[src/hdl/gbga_pkg.sv]
`timescale 1ns / 1ps
// ----------------------------------------------------------------------------
// gbga_pkg
// Shared types and constants of the GB2312 glyph address parser.
// ----------------------------------------------------------------------------
package gbga_pkg;

  // byte classes
  localparam logic [7:0] HANZI_LO  = 8'hB0;
  localparam logic [7:0] HANZI_HI  = 8'hF7;
  localparam logic [7:0] SYMBOL_LO = 8'hA1;
  localparam logic [7:0] SYMBOL_HI = 8'hA3;
  localparam logic [7:0] TRAIL_LO  = 8'hA1;
  localparam logic [7:0] ASCII_LO  = 8'h20;
  localparam logic [7:0] ASCII_HI  = 8'h7E;
  localparam logic [7:0] TEXT_END  = 8'h00;

  // font ROM layout
  localparam logic [6:0]  ROW_SIZE     = 7'd94;
  localparam logic [12:0] HANZI_BASE   = 13'd846;
  localparam logic [17:0] ASCII_BASE   = 18'h3CF80;

  // column advance
  localparam logic [7:0] WIDE_STEP   = 8'd16;
  localparam logic [7:0] NARROW_STEP = 8'd8;

  // glyph kinds
  localparam logic [1:0] KIND_HANZI  = 2'd0;
  localparam logic [1:0] KIND_SYMBOL = 2'd1;
  localparam logic [1:0] KIND_ASCII  = 2'd2;

  localparam int IN_DATA_W  = 24;
  localparam int OUT_DATA_W = 32;

  typedef struct packed {
    logic [7:0] text_byte;
    logic       string_start;
    logic [3:0] start_page;
    logic [7:0] start_column;
  } item_t;

  typedef struct packed {
    logic       hit;
    logic [1:0] kind;
    logic [7:0] lead;
    logic [7:0] text_byte;
    logic [3:0] page;
    logic [7:0] column;
  } glyph_t;

endpackage

[src/hdl/gb2312_glyph_address_parser_core.sv]
`timescale 1ns / 1ps
// ----------------------------------------------------------------------------
// gb2312_glyph_address_parser_core
// Turns a GB2312/ASCII byte stream into font ROM addresses and screen spots.
// ----------------------------------------------------------------------------
// Takes one string byte per cycle while the output is not stalled and returns at
// most one glyph per byte. An accepted byte is held in the input register and
// parsed out of it, and its glyph is loaded into the result register when the
// input register advances (one byte per cycle sustained while not stalled).
// A byte with tuser set starts a new string and loads page and column from
// its tdata. A two-byte character gives its glyph on the trail byte; a zero
// byte ends the string and later bytes are ignored until the next start. The
// rate is set by the single parse stage between the input register and the
// result register; downstream backpressure stalls both.
module gb2312_glyph_address_parser_core (
  input  logic        clk,
  input  logic        rst,
  input  logic        s_axis_tvalid,
  output logic        s_axis_tready,
  // [7:0] text_byte, [11:8] start_page, [19:12] start_column, [23:20] zero
  input  logic [gbga_pkg::IN_DATA_W-1:0] s_axis_tdata,
  // [0] string_start
  input  logic        s_axis_tuser,
  output logic        m_axis_tvalid,
  input  logic        m_axis_tready,
  // [17:0] font_address, [21:18] glyph_page, [29:22] glyph_column, [31:30] zero
  output logic [gbga_pkg::OUT_DATA_W-1:0] m_axis_tdata,
  // [1:0] glyph_kind
  output logic [1:0]  m_axis_tuser
);

  logic             in_valid;
  gbga_pkg::item_t  in_item;
  logic             advance;
  gbga_pkg::glyph_t glyph;
  logic [17:0]      font_address;
  logic             load;

  assign advance       = in_valid & (~m_axis_tvalid | m_axis_tready);
  assign s_axis_tready = ~in_valid | advance;
  assign load          = advance & glyph.hit;

  // input register
  always_ff @(posedge clk) begin
    if (rst) begin
      in_valid <= 1'b0;
    end else if (s_axis_tready) begin
      in_valid <= s_axis_tvalid;
    end
  end

  always_ff @(posedge clk) begin
    if (s_axis_tvalid && s_axis_tready) begin
      in_item.text_byte    <= s_axis_tdata[7:0];
      in_item.string_start <= s_axis_tuser;
      in_item.start_page   <= s_axis_tdata[11:8];
      in_item.start_column <= s_axis_tdata[19:12];
    end
  end

  gbga_parser u_parser (
    .clk     (clk),
    .rst     (rst),
    .advance (advance),
    .item    (in_item),
    .glyph   (glyph)
  );

  gbga_addr u_addr (
    .kind         (glyph.kind),
    .lead         (glyph.lead),
    .text_byte    (glyph.text_byte),
    .font_address (font_address)
  );

  // result register
  always_ff @(posedge clk) begin
    if (rst) begin
      m_axis_tvalid <= 1'b0;
    end else if (load) begin
      m_axis_tvalid <= 1'b1;
    end else if (m_axis_tready) begin
      m_axis_tvalid <= 1'b0;
    end
  end

  always_ff @(posedge clk) begin
    if (load) begin
      m_axis_tdata <= {2'b00, glyph.column, glyph.page, font_address};
      m_axis_tuser <= glyph.kind;
    end
  end

endmodule

[src/hdl/gbga_parser.sv]
`timescale 1ns / 1ps
// ----------------------------------------------------------------------------
// gbga_parser
// String state and byte classification: held lead byte, page/column.
// ----------------------------------------------------------------------------
module gbga_parser (
  input  logic           clk,
  input  logic           rst,
  input  logic           advance,
  input  gbga_pkg::item_t item,
  output gbga_pkg::glyph_t glyph
);

  logic [7:0] held_lead_byte;
  logic       lead_pending;
  logic       string_active;
  logic [3:0] current_page;
  logic [7:0] current_column;

  logic [7:0] held_lead_byte_next;
  logic       lead_pending_next;
  logic       string_active_next;
  logic [7:0] current_column_next;

  logic       active;
  logic       pending;
  logic [3:0] page;
  logic [7:0] column;
  logic [7:0] b;
  logic       is_lead;
  logic       is_ascii;

  always_comb begin
    b       = item.text_byte;
    active  = item.string_start | string_active;
    pending = ~item.string_start & lead_pending;
    page    = item.string_start ? item.start_page : current_page;
    column  = item.string_start ? item.start_column : current_column;

    is_lead  = ((b >= gbga_pkg::HANZI_LO) && (b <= gbga_pkg::HANZI_HI)) ||
               ((b >= gbga_pkg::SYMBOL_LO) && (b <= gbga_pkg::SYMBOL_HI));
    is_ascii = (b >= gbga_pkg::ASCII_LO) && (b <= gbga_pkg::ASCII_HI);

    glyph.hit       = 1'b0;
    glyph.kind      = gbga_pkg::KIND_ASCII;
    glyph.lead      = held_lead_byte;
    glyph.text_byte = b;
    glyph.page      = page;
    glyph.column    = column;

    held_lead_byte_next = 8'd0;
    lead_pending_next   = 1'b0;
    string_active_next  = active;
    current_column_next = column;

    if (active) begin
      if (pending && (b >= gbga_pkg::TRAIL_LO)) begin
        glyph.hit  = 1'b1;
        glyph.kind = (held_lead_byte >= gbga_pkg::HANZI_LO) ?
                     gbga_pkg::KIND_HANZI : gbga_pkg::KIND_SYMBOL;
        current_column_next = column + gbga_pkg::WIDE_STEP;
      end else if (b == gbga_pkg::TEXT_END) begin
        string_active_next = 1'b0;
      end else if (is_lead) begin
        held_lead_byte_next = b;
        lead_pending_next   = 1'b1;
      end else if (is_ascii) begin
        glyph.hit  = 1'b1;
        current_column_next = column + gbga_pkg::NARROW_STEP;
      end
    end
  end

  always_ff @(posedge clk) begin
    if (rst) begin
      held_lead_byte <= 8'd0;
      lead_pending   <= 1'b0;
      string_active  <= 1'b0;
      current_page   <= 4'd1;
      current_column <= 8'd1;
    end else if (advance) begin
      held_lead_byte <= held_lead_byte_next;
      lead_pending   <= lead_pending_next;
      string_active  <= string_active_next;
      current_page   <= page;
      current_column <= current_column_next;
    end
  end

endmodule

[src/hdl/gbga_addr.sv]
`timescale 1ns / 1ps
// ----------------------------------------------------------------------------
// gbga_addr
// Font ROM byte address of a glyph from its kind and character bytes.
// ----------------------------------------------------------------------------
module gbga_addr (
  input  logic [1:0]  kind,
  input  logic [7:0]  lead,
  input  logic [7:0]  text_byte,
  output logic [17:0] font_address
);

  logic [6:0]  row;
  logic [12:0] row_offset;
  logic [12:0] glyph_index;
  logic [6:0]  ascii_index;

  always_comb begin
    // row within the hanzi or symbol area; lead is in range here for those kinds
    row = (kind == gbga_pkg::KIND_HANZI) ? 7'(lead - gbga_pkg::HANZI_LO)
                                         : 7'(lead - gbga_pkg::SYMBOL_LO);
    row_offset = {6'd0, row} * {6'd0, gbga_pkg::ROW_SIZE};
    glyph_index = row_offset + 13'(8'(text_byte - gbga_pkg::TRAIL_LO));
    if (kind == gbga_pkg::KIND_HANZI) begin
      glyph_index = glyph_index + gbga_pkg::HANZI_BASE;
    end
    ascii_index = 7'(text_byte - gbga_pkg::ASCII_LO);

    case (kind)
      gbga_pkg::KIND_ASCII:
        font_address = gbga_pkg::ASCII_BASE + {7'd0, ascii_index, 4'd0};
      default:
        font_address = {glyph_index, 5'd0};
    endcase
  end

endmodule

[config.mk]
export PLATFORM = sky130hd
export DESIGN_NAME = gb2312_glyph_address_parser_core
export DESIGN_NICKNAME = d
export VERILOG_FILES = /design/src/hdl/gbga_pkg.sv /design/src/hdl/gb2312_glyph_address_parser_core.sv /design/src/hdl/gbga_parser.sv /design/src/hdl/gbga_addr.sv
export SDC_FILE = /design/constraint.sdc
export NUM_CORES = 1
export LEC_CHECK = 0
export ABC_AREA = 1
export BUFFER_PORTS_ARGS = -buffer_cell sky130_fd_sc_hd__buf_2
export CORE_UTILIZATION = 30
export DETAILED_ROUTE_END_ITERATION = 6
export GPL_ROUTABILITY_DRIVEN = 1
export PLACE_DENSITY = 0.55
export SYNTH_ARGS = -nofsm -noshare
export SYNTH_HDL_FRONTEND = slang
export SYNTH_SLANG_ARGS = --single-unit
[constraint.sdc]
create_clock -name clk -period 14.55 [get_ports clk]
set_clock_uncertainty 0.2 [all_clocks]
set_input_delay 2.91 -clock clk [delete_from_list [all_inputs] [get_ports clk]]
set_output_delay 2.91 -clock clk [all_outputs]
set_load 0.1 [all_outputs]
Word level (Yosys, flattened, before mapping)
Index checks and enable logic that the tools add are counted.

word-level totals
  flip-flop bits (word level) = 77
  input port bits = 29
  output and inout bits = 36

operators by class
  add/sub/neg operators = 9
  $mul = 1
  magnitude comparators = 7
  eq/ne operators = 1
  muxes and demuxes = 30
  bitwise operators = 9
  reduce and logical (&&, ||, !) cells = 9

operator list
  kind                    count
  $mux 8                  10
  $ge 8x8->1 const B      3
  $sub 7x6->7 const B     3
  $mux 18                 1
  $add 15x12->16 const A  1
  $le 8x8->1 const B      2
  $mux 1                  14
  $add 13x10->13 const B  1
  $add 13x8->13           1
  $mux 13                 1
  $mul 7x6->12 const B    1
  $add 8x4->8 const B     1
  $add 8x5->8 const B     1
  $ge 8x6->1 const B      1
  $le 8x7->1 const B      1
  $logic_not 8->1         1
  $sub 8x8->8 const B     1
  $mux 7                  1
  $logic_and 1x1->1       5
  $mux 4                  1
  $and 1x1->1             3
  $mux 3                  1
  $not 1->1               3
  $or 1x1->1              3
  5 further kinds         5

Depth between registers and ports, before layout
  depth after elaboration = 14
  mapped depth = 38
  depth with buffers taken out = 37

Cells and area by module
From an unflattened synthesis, not the netlist that was laid out.

unflattened totals
  cell total of the unflattened synthesis = 659
  area total of the unflattened synthesis = 5,511.5 sq um

by module, submodules not included
  module                            instances  cells an instance  area an instance (sq um)  sequential area each (sq um)
  gbga_addr                         1          377                2,357.3                   0.0
  gb2312_glyph_address_parser_core  1          74                 1,715.4                   1,631.6
  gbga_parser                       1          208                1,438.9                   440.4

Least setup slack after synthesis
OpenSTA, ideal clock, no wires.

  kind = input port to output port
  start point = input m_axis_tready
  end point = output s_axis_tready
  data arrival time = 3,718 ps
  data required time = 11,440 ps
  slack = 7,722 ps
  stages on the path = 2
  path buffers = 0
  cell sequence = inv_1 nand3_1

on the way
  cells in the longest elaborated chain, start to end = 3

RTL lines
  what         line                                    source
  from (decl)  gb2312_glyph_address_parser_core.sv:25  input logic m_axis_tready,
  $or 1x1->1   gb2312_glyph_address_parser_core.sv:39  assign advance = in_valid & (~m_axis_tvalid | m_axis_tready);
  $and 1x1->1  gb2312_glyph_address_parser_core.sv:39
  $or 1x1->1   gb2312_glyph_address_parser_core.sv:40  assign s_axis_tready = ~in_valid | advance;
  to (decl)    gb2312_glyph_address_parser_core.sv:19  output logic s_axis_tready,

Every way passes these cells.

Worst setup path in the final report
Ends and elaborated chain as after synthesis.

==> metrics.md <==
| Metric | Value |
|---|---|
| Portion of the clock cycle consumed by the worst path in the final layout | 0.4582 |
| Synthesized netlist cell count | a little over 600 |
| Main area contributors after synthesis | edfxtp_1 28%, ha_1 11%, nand2_1 9.8% |
| Final weighted congestion of routability-driven global placement | approximately 0.83 |
| List of cells traversed by the critical path | buf_2 > inv_1 > nand3_1 > buf_2 |
| Via/cell ratio | 4.468 |
| Vias | roughly 4,000 |
| Number of detailed-route iterations in the first pass | 4 |
| Initial core utilization | 0.3113 |
| Crit. path cell count | 4 |
| Maximum clock frequency | between 100 and 150 MHz |
| Post-synthesis compound-gate area fraction | 0.08705 |
| Drt first-iter violations | ~210 |
| Share of the synthesized netlist area taken by xor and xnor gates | 0.05300 |
| Grt total ovfl | 0 |
| Launching instance or port of the critical path | m_axis_tready |
| Status | finished, final reports clean |
| Maximum clock path buffer count | 2 |
| Clock input transition at the sequential cells of the worst setup and hold paths | approximately 0.060 ns |
| Combinational family with the most area after synthesis | simple AND/OR/NAND/NOR gates |
| Synthesized area | 5218 um2 |
| Count of boundary I/O pins | 65 |
| Cell with the most instances after synthesis | nand2_1 |
| Diode count | 0 |
| Post-Synth Adder-Cell Area | 0.1578 |
| Leakage power summed over all cells | ~2.7 nW |
| P&R area growth vs syn | 14.68% |
| CTS tree | built |
| Count of synthesis-stage warnings from yosys | 0 |
| Clock buffer count from CTS | 9 |
| Worst Setup End Kind | output pin |
| Crit-path max FO | 3 |
| R2r startpoint | in_item[12] |
| Power density over the cells | approximately 150 nW/um2 |
| Worst-path cell with the longest stage delay | buf_2 |
| Max rail drop VDD | a little over 0.06 mV |
| Hold/Removal Path Class | reg2reg |
| Cell taking the most area after synthesis | edfxtp_1 |
| Worst reg2reg path depth | 28 |
| Average routed wire per standard cell | 12.48 um |
| Global-route wire length before repair | ~18,000 um |
| Final slew viol count | 0 |
| Worst Setup Slack post-DPL | 7.843 ns |
| Std cell rows | 47 |
| Depth of the CTS H-tree | 3 |
| Total half-perimeter wirelength after legalization and detailed placement | approximately 8500 um |
| Number of enable-type register cells in the synthesized netlist | 49 |
| Pin count of the biggest net entering global routing | 30 |
| Die extent in y | 133.9 um |
| Least-Margin Pin Slew | just under 1 ns |
| Worst hold-check slack | around 0.25 ns |
| Number of antenna violations at the first check in global routing | 0 |
| Ys async rst share | 0 |
| Number of buffers and inverters on the critical path | 3 |
| Master cell of the clock root buffer | clkbuf_16 |
| Data arrival at the endpoint of the critical path | between 3 and 4 ns |
| Post-synthesis cell type count | between 40 and 50 |
| Capture point of the worst reg-to-reg path | m_axis_tdata[17] |
| Antenna violation net count after detailed routing | 0 |
| RSZ-0062 raised after global routing | false |
| Clk_lat worst skew | approximately 0.34 ns |
| Share of cell area taken by muxes after synthesis | 0.001918 |
| Crit path capture | s_axis_tready |
| Number of buffers added to fix hold violations after cts | 0 |
| Area share of the largest cell type after synthesis | 0.2820 |
| Slack of the critical path | a little under 8 ns |
| Nets | approximately 760 |
| Post-route setup TNS | 0 ns |
| Number of setup buffers added after CTS | 0 |
| Critical path's most frequent cell | buf_2 |
| Count of cells resized by post-cts repair | 0 |
| Register-to-register setup slack | 7.91 ns |
| Proportion of layout cells with a drive suffix above 1 | 0.1674 |
| Horizontal die dimension | around 130 um |
| Die outline area | 17,920 um2 |
| Post-Synthesis Mean Instance Area | about 8.5 um2 |
| Delay-heaviest family, CP | buffers and inverters |
| Routed wire length | 11,170 um |
| Post-detailed-placement cell area | 5674 um2 |
| Shortest clock period the worst path allows after layout | 6.667 ns |
| Final hold violations | 0 |
| Area of the core | between 15,000 and 20,000 um2 |
| Post-layout instance area | roughly 6000 um2 |
| Delay of the slowest cell on the worst path | approximately 0.44 ns |
| CP Class | in2out |
| Most used DFF post-synth | edfxtp_1 |
| Aggregate global-route resource usage | 0.1309 |
| CP required | around 11 ns |
| Final setup fails | 0 |
| # Max-Cap Violations | 0 |
| Port Buf Inserts | 54 |
| FF+latch count, synth | 73 |
| Commonest cells post-synth | 136 x nand2_1, 103 x inv_1, 49 x edfxtp_1 |
| Startpoint type of the worst setup path | primary input |
| CTS sink cnt | between 70 and 80 |
| Synth Area in Simple Gates | 0.2249 |
| Tightest slew margin relative to the limit | 0.3489 |
| Seq/Total Area, Yosys | 0.3741 |
| Drt drc | 0 |
| Vias in the first global route | about 3,600 |
metal layers:
layer / vias to the layer above / global-route usage / part of all wire
li1: 2102 / - / -
met1: 1815 / 0.1874 / 0.51
met2: 76 / 0.1952 / 0.44
met3: 6 / 0.03250 / 0.043
met4: 0 / 0.03409 / 0.0085
met5: - / 0 / 0
cells in the final DEF (no fill, tap or decap), drive strengths merged, types with 2 or more instances in the layout:
master | Yosys | final
nor3 | 6 | 6
nand2 | 145 | 145
fa | 13 | 13
buf | 13 | 54
or2 | 5 | 5
dfxtp | 24 | 24
a21oi | 36 | 36
xnor2 | 9 | 9
o211ai | 2 | 2
edfxtp | 49 | 49
o21a | 2 | 2
clkbuf | 4 | 9
nor2 | 32 | 32
ha | 45 | 45
nand4 | 10 | 10
conb | 1 | 6
xor2 | 20 | 20
o21ai | 32 | 32
inv | 108 | 112
nand3 | 47 | 47
clkinv | 1 | 2
kinds of logic (layout without fill, tap and decap cells):
| kind of cell | Yosys count | in the layout |
|---|---|---|
| and+or+nand+nor | 249 | 249 |
| buffers and inverters | 126 | 179 |
| AOI/OAI and AO/OA | 80 | 80 |
| DFF | 73 | 73 |
| adders and majority gates | 58 | 58 |
| xor gates and xnor gates | 29 | 29 |
| other | 1 | 6 |
| muxes | 1 | 1 |
stage by stage:
step / power [mW] / utilization / std cells
after global placement: 0.6733 / 0.3386 / 879
after global routing: 0.9963 / 0.3570 / 895
after CTS: 0.9140 / 0.3570 / 895
after detailed placement: 0.6784 / 0.3386 / 879
after floorplan: 0.5946 / - / 622
final: 0.9055 / 0.3570 / 895
report_power, final:
part           total (mW)  leakage [nW]  switching, mW  internal, mW
registers           0.236         0.634        0.00617         0.230
logic               0.439          1.96          0.288         0.151
clock network       0.230         0.149         0.0938         0.136
total               0.905          2.74          0.388         0.517
worst min path at each step:
stage / start / end / cells after the start
finish: u_parser.current_page[3] / u_parser.current_page[3] / 2
global route: u_parser.current_column[1] / u_parser.current_column[1] / 2
CTS: u_parser.current_page[1] / u_parser.current_page[1] / 2
detailed placement: u_parser.current_page[1] / u_parser.current_page[1] / 2
global placement: u_parser.current_page[1] / u_parser.current_page[1] / 2
floorplan: u_parser.current_column[1] / u_parser.current_column[1] / 2
layout make-up:
| class | instances | area, um2 |
|---|---|---|
| Inverter | 109 | 409.1 |
| Multi-Input combinational cell | 423 | 2768 |
| Timing Repair Buffer | 54 | 270.3 |
| Tap cell | 220 | 275.3 |
| Clock inverter | 7 | 83.83 |
| Fill cell | 1746 | 10780 |
| Clock buffer | 9 | 225.2 |
| Sequential cell | 73 | 1952 |
tightest hold or removal path, stage by stage, from the launching register on:
cell	delay, ns
dfxtp_1	0.30
inv_1	0.06
a21oi_1	0.05
flip-flops by register name, summed over array words and instances (netlist names):
register                 cells
in_item                     21
in_valid                     1
m_axis_tdata                26
m_axis_tuser                 2
m_axis_tvalid                1
u_parser.current_column      8
u_parser.current_page        4
u_parser.held_lead_byte      8
u_parser.lead_pending        1
u_parser.string_active       1
Note: power is estimated with default switching activity, not from simulation.
